--- src/design/fnvfm_pkg.sv ---
// Shared constants, types and helper functions for the FNV-1a / fmix64 byte hash.
`timescale 1ns / 1ps
package fnvfm_pkg;

  // FNV-1a 64-bit offset basis
  localparam logic [63:0] FnvBasis  = 64'hcbf29ce484222325;
  // fmix64 multiplier constants and shift
  localparam logic [63:0] FmixMulA  = 64'hff51afd7ed558ccd;
  localparam logic [63:0] FmixMulB  = 64'hc4ceb9fe1a85ec53;
  localparam int unsigned FmixShift = 33;

  // default depth of the queue between front and back
  localparam int unsigned QueueDepthDef = 2;

  // queue status seen by the front and back ends
  typedef struct packed {
    logic full;
    logic empty;
  } fifo_stat_t;

  // multiply by the FNV prime 2^40 + 0x1b3, mod 2^64, as shifts and adds
  function automatic logic [63:0] fnv_mul_prime(input logic [63:0] h);
    return (h << 40) + (h << 8) + (h << 7) + (h << 5) + (h << 4) + (h << 1) + h;
  endfunction

  // fmix64 xor-shift step
  function automatic logic [63:0] fmix_xorshift(input logic [63:0] h);
    return h ^ (h >> FmixShift);
  endfunction

endpackage

--- src/design/fnvfm_fifo.sv ---
// Small queue carrying absorbed hash words from the front end to the finalizer.
`timescale 1ns / 1ps
module fnvfm_fifo
  import fnvfm_pkg::*;
#(
  parameter int unsigned Depth = QueueDepthDef
) (
  input  logic        clk_i,
  input  logic        rst_ni,
  input  logic        push_i,
  input  logic [63:0] push_data_i,
  input  logic        pop_i,
  output logic [63:0] pop_data_o,
  output fifo_stat_t  stat_o
);

  localparam int unsigned PtrW = (Depth > 1) ? $clog2(Depth) : 1;
  localparam int unsigned CntW = $clog2(Depth + 1);
  localparam logic [PtrW-1:0] PtrLast = PtrW'(Depth - 1);
  localparam logic [CntW-1:0] CntFull = CntW'(Depth);

  logic [63:0]     mem_q [Depth];
  logic [PtrW-1:0] wr_ptr_q, wr_ptr_d;
  logic [PtrW-1:0] rd_ptr_q, rd_ptr_d;
  logic [CntW-1:0] count_q, count_d;
  logic            do_push, do_pop;

  assign stat_o.full  = (count_q == CntFull);
  assign stat_o.empty = (count_q == '0);
  assign do_push      = push_i && !stat_o.full;
  assign do_pop       = pop_i && !stat_o.empty;
  assign pop_data_o   = mem_q[rd_ptr_q];

  // pointer and count update
  always_comb begin
    wr_ptr_d = wr_ptr_q;
    rd_ptr_d = rd_ptr_q;
    count_d  = count_q;
    if (do_push) begin
      wr_ptr_d = (wr_ptr_q == PtrLast) ? '0 : wr_ptr_q + 1'b1;
    end
    if (do_pop) begin
      rd_ptr_d = (rd_ptr_q == PtrLast) ? '0 : rd_ptr_q + 1'b1;
    end
    if (do_push && !do_pop) begin
      count_d = count_q + 1'b1;
    end else if (do_pop && !do_push) begin
      count_d = count_q - 1'b1;
    end
  end

  always_ff @(posedge clk_i or negedge rst_ni) begin
    if (!rst_ni) begin
      wr_ptr_q <= '0;
      rd_ptr_q <= '0;
      count_q  <= '0;
    end else begin
      wr_ptr_q <= wr_ptr_d;
      rd_ptr_q <= rd_ptr_d;
      count_q  <= count_d;
    end
  end

  // storage, no reset needed
  always_ff @(posedge clk_i) begin
    if (do_push) begin
      mem_q[wr_ptr_q] <= push_data_i;
    end
  end

endmodule

--- src/design/fnvfm_front.sv ---
// Front end: accepts byte words, absorbs them with FNV-1a and queues finished messages.
`timescale 1ns / 1ps
module fnvfm_front
  import fnvfm_pkg::*;
(
  input  logic        clk_i,
  input  logic        rst_ni,
  input  logic        in_valid_i,
  output logic        in_stall_o,
  input  logic [7:0]  data_byte_i,
  input  logic        byte_valid_i,
  input  logic        last_i,
  input  fifo_stat_t  q_stat_i,
  output logic        q_push_o,
  output logic [63:0] q_data_o
);

  logic [63:0] hash_q, hash_d;
  logic [63:0] absorbed;
  logic        accept;

  // only a word that closes a message needs room in the queue
  assign in_stall_o = q_stat_i.full && last_i;
  assign accept     = in_valid_i && !in_stall_o;

  // absorb this word's byte, if it carries one
  assign absorbed = byte_valid_i ? fnv_mul_prime(hash_q ^ {56'd0, data_byte_i}) : hash_q;

  assign q_push_o = accept && last_i;
  assign q_data_o = absorbed;

  always_comb begin
    hash_d = hash_q;
    if (accept) begin
      hash_d = last_i ? FnvBasis : absorbed;
    end
  end

  always_ff @(posedge clk_i or negedge rst_ni) begin
    if (!rst_ni) begin
      hash_q <= FnvBasis;
    end else begin
      hash_q <= hash_d;
    end
  end

endmodule

--- src/design/fnvfm_back.sv ---
// Back end: fmix64 finalizer on one shared 32x32 multiplier, with the output register.
`timescale 1ns / 1ps
module fnvfm_back
  import fnvfm_pkg::*;
(
  input  logic        clk_i,
  input  logic        rst_ni,
  input  fifo_stat_t  q_stat_i,
  input  logic [63:0] q_data_i,
  output logic        q_pop_o,
  output logic        out_valid_o,
  input  logic        out_stall_i,
  output logic [63:0] hash_value_o
);

  // sequencer states
  localparam logic StIdle = 1'b0;
  localparam logic StMul  = 1'b1;

  // partial product steps of one 64x64 mod 2^64 multiply
  localparam logic [1:0] StepLoLo = 2'd0;
  localparam logic [1:0] StepLoHi = 2'd1;
  localparam logic [1:0] StepHiLo = 2'd2;

  logic        state_q, state_d;
  logic [1:0]  step_q, step_d;
  logic        pass_q, pass_d;
  logic [63:0] x_q, x_d;
  logic [63:0] acc_q, acc_d;
  logic        out_valid_q, out_valid_d;
  logic [63:0] out_hash_q, out_hash_d;

  logic [63:0] mul_const;
  logic [31:0] op_a, op_b;
  logic [63:0] prod;
  logic [63:0] mul_result;
  logic        out_free;

  assign out_free = !out_valid_q || !out_stall_i;
  assign q_pop_o  = (state_q == StIdle) && !q_stat_i.empty;

  // shared multiplier operand selection
  assign mul_const = pass_q ? FmixMulB : FmixMulA;
  always_comb begin
    op_a = x_q[31:0];
    op_b = mul_const[31:0];
    case (step_q)
      StepLoHi: op_b = mul_const[63:32];
      StepHiLo: op_a = x_q[63:32];
      default:  ;
    endcase
  end
  assign prod       = {32'd0, op_a} * {32'd0, op_b};
  assign mul_result = acc_q + {prod[31:0], 32'd0};

  // sequencer
  always_comb begin
    state_d     = state_q;
    step_d      = step_q;
    pass_d      = pass_q;
    x_d         = x_q;
    acc_d       = acc_q;
    out_valid_d = out_valid_q && out_stall_i;
    out_hash_d  = out_hash_q;
    unique case (state_q)
      StIdle: begin
        if (q_pop_o) begin
          x_d     = fmix_xorshift(q_data_i);
          step_d  = StepLoLo;
          pass_d  = 1'b0;
          state_d = StMul;
        end
      end
      StMul: begin
        unique case (step_q)
          StepLoLo: begin
            acc_d  = prod;
            step_d = StepLoHi;
          end
          StepLoHi: begin
            acc_d  = mul_result;
            step_d = StepHiLo;
          end
          StepHiLo: begin
            if (!pass_q) begin
              x_d    = fmix_xorshift(mul_result);
              pass_d = 1'b1;
              step_d = StepLoLo;
            end else if (out_free) begin
              // final xor-shift into the output register
              out_hash_d  = fmix_xorshift(mul_result);
              out_valid_d = 1'b1;
              state_d     = StIdle;
            end
          end
          default: step_d = StepLoLo;
        endcase
      end
      default: state_d = StIdle;
    endcase
  end

  always_ff @(posedge clk_i or negedge rst_ni) begin
    if (!rst_ni) begin
      state_q     <= StIdle;
      step_q      <= StepLoLo;
      pass_q      <= 1'b0;
      out_valid_q <= 1'b0;
    end else begin
      state_q     <= state_d;
      step_q      <= step_d;
      pass_q      <= pass_d;
      out_valid_q <= out_valid_d;
    end
  end

  // datapath registers
  always_ff @(posedge clk_i) begin
    x_q        <= x_d;
    acc_q      <= acc_d;
    out_hash_q <= out_hash_d;
  end

  assign out_valid_o  = out_valid_q;
  assign hash_value_o = out_hash_q;

endmodule

--- src/design/fnv1a64_fmix_byte_hash.sv ---
// Throughput: one byte word per cycle while in_stall_o is low; the finalizer takes one
//   message at a time, running six passes through one shared 32x32 multiplier after a
//   queue pop, and holds its last step while out_stall_i blocks the output register.
// Messages queue between absorb and finalize, QueueDepth deep.
// Reset: asynchronous, active low; running hash reloads the FNV offset basis, queue and
//   output register are emptied.
`timescale 1ns / 1ps
module fnv1a64_fmix_byte_hash
  import fnvfm_pkg::*;
#(
  parameter int unsigned QueueDepth = QueueDepthDef
) (
  input  logic        clk_i,
  input  logic        rst_ni,
  input  logic        in_valid_i,
  output logic        in_stall_o,
  input  logic [7:0]  data_byte_i,
  input  logic        byte_valid_i,
  input  logic        last_i,
  output logic        out_valid_o,
  input  logic        out_stall_i,
  output logic [63:0] hash_value_o
);

  fifo_stat_t  q_stat;
  logic        q_push, q_pop;
  logic [63:0] q_wdata, q_rdata;

  // absorb front end
  fnvfm_front u_front (
    .clk_i        (clk_i),
    .rst_ni       (rst_ni),
    .in_valid_i   (in_valid_i),
    .in_stall_o   (in_stall_o),
    .data_byte_i  (data_byte_i),
    .byte_valid_i (byte_valid_i),
    .last_i       (last_i),
    .q_stat_i     (q_stat),
    .q_push_o     (q_push),
    .q_data_o     (q_wdata)
  );

  // message queue
  fnvfm_fifo #(
    .Depth (QueueDepth)
  ) u_fifo (
    .clk_i       (clk_i),
    .rst_ni      (rst_ni),
    .push_i      (q_push),
    .push_data_i (q_wdata),
    .pop_i       (q_pop),
    .pop_data_o  (q_rdata),
    .stat_o      (q_stat)
  );

  // finalizer back end
  fnvfm_back u_back (
    .clk_i        (clk_i),
    .rst_ni       (rst_ni),
    .q_stat_i     (q_stat),
    .q_data_i     (q_rdata),
    .q_pop_o      (q_pop),
    .out_valid_o  (out_valid_o),
    .out_stall_i  (out_stall_i),
    .hash_value_o (hash_value_o)
  );

endmodule

--- config.mk ---
export PLATFORM = sky130hd
export DESIGN_NAME = fnv1a64_fmix_byte_hash
export DESIGN_NICKNAME = d
export VERILOG_FILES = /design/src/design/fnvfm_pkg.sv /design/src/design/fnvfm_fifo.sv /design/src/design/fnvfm_front.sv /design/src/design/fnvfm_back.sv /design/src/design/fnv1a64_fmix_byte_hash.sv
export SDC_FILE = /design/constraint.sdc
export NUM_CORES = 2
export LEC_CHECK = 0
export BUFFER_PORTS_ARGS = -buffer_cell sky130_fd_sc_hd__buf_2
export CORE_MARGIN = 2
export CORE_UTILIZATION = 65
export DETAILED_ROUTE_END_ITERATION = 8
export MAX_ROUTING_LAYER = met4
export PLACE_DENSITY = 0.85
export RECOVER_POWER = 50
export SYNTH_ARGS = -nofsm -noshare
export SYNTH_HDL_FRONTEND = slang
export SYNTH_HIERARCHICAL = 1
export SYNTH_SLANG_ARGS = --single-unit
export TNS_END_PERCENT = 1
--- constraint.sdc ---
create_clock -name clk_i -period 16.3 [get_ports clk_i]
set_clock_uncertainty 0.05 [all_clocks]
set_input_delay 2.445 -clock clk_i [delete_from_list [all_inputs] [get_ports clk_i]]
set_output_delay 2.445 -clock clk_i [all_outputs]
set_load 0.005 [all_outputs]
==> summary.md <==
| Metric | Value |
|---|---|
| Num CTS Buffers | `39` |
| Cell repeated most along the worst path | `fa_1` |
| WHS Endpoint | `u_front/hash_q[33]` |
| Slowest cell on crit path | `clkbuf_1` |
| 1st-pass router iterations | `6` |
| Fraction of layout cells with a size suffix above 1 | `under 10%` |
| Post-synth ARST share | `18.6%` |
| Worst-path maximum fanout | `34` |
| Fin nets | `roughly 7.1k` |
| Postcts setup bufs | `0` |
| Final Hold Violating Endpoints | `0` |
| Vias in the first global route | `around 44k` |
| FF+latch count, synth | `a little under 400` |
| Max-slew violations | `~540` |
| Met2 wire length | `between 80 and 90 mm` |
| Initial detailed-routing violation count | `approximately 4.6k` |
| Post-CTS Hold Buffers | `0` |
| Avg Cell Area, Syn | `10.5 sq um` |
| Die area | `90900 sq um` |
| Flop2flop setup slack | `around 2.8 ns` |
| Antenna violations before repair | `3` |
| Clock Latency Late Sink | `0.57 ns` |
| RSZ-0062 raised after global routing | `false` |
| Final worst path period share | `roughly 83%` |
| Vias | `roughly 41k` |
| Setup violators final | `0` |
| Mapped Area | `around 58000 sq um` |
| Worst reg2reg startpoint | `u_back/step_q[1]` |
| GRT Total Usage | `between 40 and 50%` |
| Number of synthesized flops with an enable pin | `320` |
| Yosys warning total | `6` |
| Synth area leaders | `fa_1 (39%), edfxtp_1 (17%), ha_1 (9.6%), inv_1 (8.9%), nand2_1 (2.3%)` |
| Fin Setup TNS | `0 ns` |
| Synthesis-to-layout area growth | `4.99%` |
| Run status | `complete, but fails checks` |
| Max cap viols | `11` |
| # port buffers | `a little under 80` |
| Final wirelength | `around 190 mm` |
| Yosys top cell area share | `around two fifths` |
| Initial Util | `between 60 and 70%` |
| First-pass GRT wire length | `roughly 280 mm` |
| HPWL Detailed | `157 mm` |
| Failing checks | `capacitance limit, slew limit` |
| Hold Crit Depth | `1` |
| Wire length per cell | `~28 um` |
| Unique cell type count in the Yosys netlist | `92` |
| Critical Path End Type | `flip-flop` |
| CP peak stage delay | `~2.2 ns` |
| Max layer used | `met4` |
| DRC Markers | `0` |
| Most frequent cell after synthesis | `inv_1` |
| H-tree lvl count | `2` |
| Chip height | `~300 um` |
| Max Clk Rate | `0.0738 GHz` |
| Remaining Overflow, GRT | `0` |
| Max Root-Sink Buffers | `3` |
| Boundary Pins | `80` |
| Sequential area share after synthesis | `between 15 and 20%` |
| Worst Tran Pin Value | `about 4.4 ns` |
| CP Data Arrival Time | `about 14 ns` |
| R2R cell count | `30` |
| R2R Path End | `u_back/x_q[30]` |
| Synthesized Nets | `7042` |
| Vias per cell | `just over 6` |
| Die Wd | `between 300 and 400 um` |
| RD Place Congestion | `between 1 and 1.5` |
| Min cycle time layout | `around 14 ns` |
| Startpoint class of the critical path | `flip-flop` |
| CP Class | `flip-flop to flip-flop` |
| Metal-1 WL | `~69 mm` |
| Clk root buf | `clkbuf_16` |
| Synth top cells by count | `inv_1 (1366), fa_1 (1107), ha_1 (440)` |
| Num Clock Sinks | `393` |
| Post-cts sizing count | `0` |
| Core Area | `88100 sq um` |
| Min-Delay Path Class | `flip-flop to flip-flop` |
| Final ANT Viol Nets | `0` |
| Crit path required time | `16.53 ns` |
| Most area-hungry cell type in the Yosys netlist | `fa_1` |
| Largest net degree at the start of global routing | `80` |
| Slew HR | `-195%` |
| Ys flop type | `edfxtp_1` |
| Metal3 WL | `approximately 21 mm` |
| Syn Inst Count | `approximately 5.5k` |
| Row cnt | `109` |
| Worst-path clk slew | `roughly 0.080 ns` |
| TritonCTS clock tree | `done` |
| Hold path start | `u_front/hash_q[33]` |
-- how the worst max path moves through the flow --
stage                      to  slack [ns]              from  depth (start not counted)
2_1_floorplan  u_back/x_q[30]        6.49  u_back/step_q[0]                         39
3_3_place_gp   u_back/x_q[30]        4.66  u_back/step_q[0]                         35
3_5_place_dp   u_back/x_q[30]        4.49  u_back/step_q[0]                         38
4_1_cts        u_back/x_q[30]        4.35  u_back/step_q[0]                         38
5_1_grt        u_back/x_q[28]        2.25  u_back/step_q[1]                         35
6_report       u_back/x_q[30]        2.75  u_back/step_q[1]                         30
-- registers in the layout, summed over array words and instances, names as in the netlist, 2 cells and up --
signal	cells
u_back/acc_q	64
u_back/x_q	64
u_front/hash_q	64
u_fifo/count_q	2
u_back/hash_value_o	64
u_back/step_q	2
u_fifo/mem_q	128
-- critical path: cells and delay by family (launching register included) --
family	cells	cell delay, ns
simple gates	4	1.43
compound gates	8	1.90
fa+ha+maj	10	5.02
mux	2	1.34
buf+inv	3	2.29
flops	1	0.44
xor+xnor	3	0.77
-- layer usage --
metal | track usage, % | vias to the layer above
met5 | - | -
met4 | 21.3 | 0
met3 | 11.0 | 536
met2 | 68.0 | 2477
met1 | 56.1 | 20800
li1 | - | 17100
-- cell type report --
| class | instances | area [sq um] |
|---|---|---|
| multi-input combinational | 3579 | 40300 |
| fill | 6659 | 27700 |
| sequential | 393 | 11500 |
| inverter | 1371 | 5150 |
| tap | 1165 | 1460 |
| clock buffer | 48 | 1040 |
| timing repair buffer | 127 | 671 |
| clock inverter | 24 | 249 |
| antenna | 3 | 7.51 |
-- logic make-up after synthesis --
logic type	share of synthesized area (%)
adder cells (fa/ha/maj)	48.1
buffers and inverters	10.0
AND/OR/NAND/NOR	7.48
AO/OA/AOI/OAI	7.55
flip-flops	19.9
XOR/XNOR	3.62
multiplexers	3.31
other	0.00652
-- cells in the final DEF, fill, tap and decap left out, drive strengths merged, types with 12 or more instances in the layout --
cell,synthesis,routed
a21boi,12,12
ha,440,440
o21a,16,16
inv,1367,1373
nor2b,23,23
o21bai,29,29
a21oi,220,220
o31ai,12,12
and3,23,23
nand2,359,359
nor2,309,309
mux2,119,119
edfxtp,320,320
clkinv,4,15
buf,28,75
nor3,20,20
fa,1107,1107
and2,55,55
nand4,31,31
mux2i,37,37
a31oi,24,24
clkbuf,109,100
o21ai,179,179
xor2,81,81
a21o,87,87
nand2b,38,38
dfstp,28,28
a211oi,22,22
xnor2,153,153
or2,17,17
dfrtp,45,45
nand3,40,40
-- stage by stage --
stage	cells	utilization (%)	instance area [sq um]	worst slack, ns	hold slack, ns
after floorplan	5481	-	57500	6.49	0.370
after global placement	6635	67.2	59200	4.66	0.448
after detailed placement	6635	67.2	59200	4.49	0.461
after CTS	6707	68.7	60500	4.35	0.480
after global routing	6710	68.5	60400	2.25	0.508
final	6710	68.5	60400	2.75	0.479
Power is left out: the tool's default activity adds up to more than one toggle a clock period on the data nets, which glitch-free logic cannot reach.
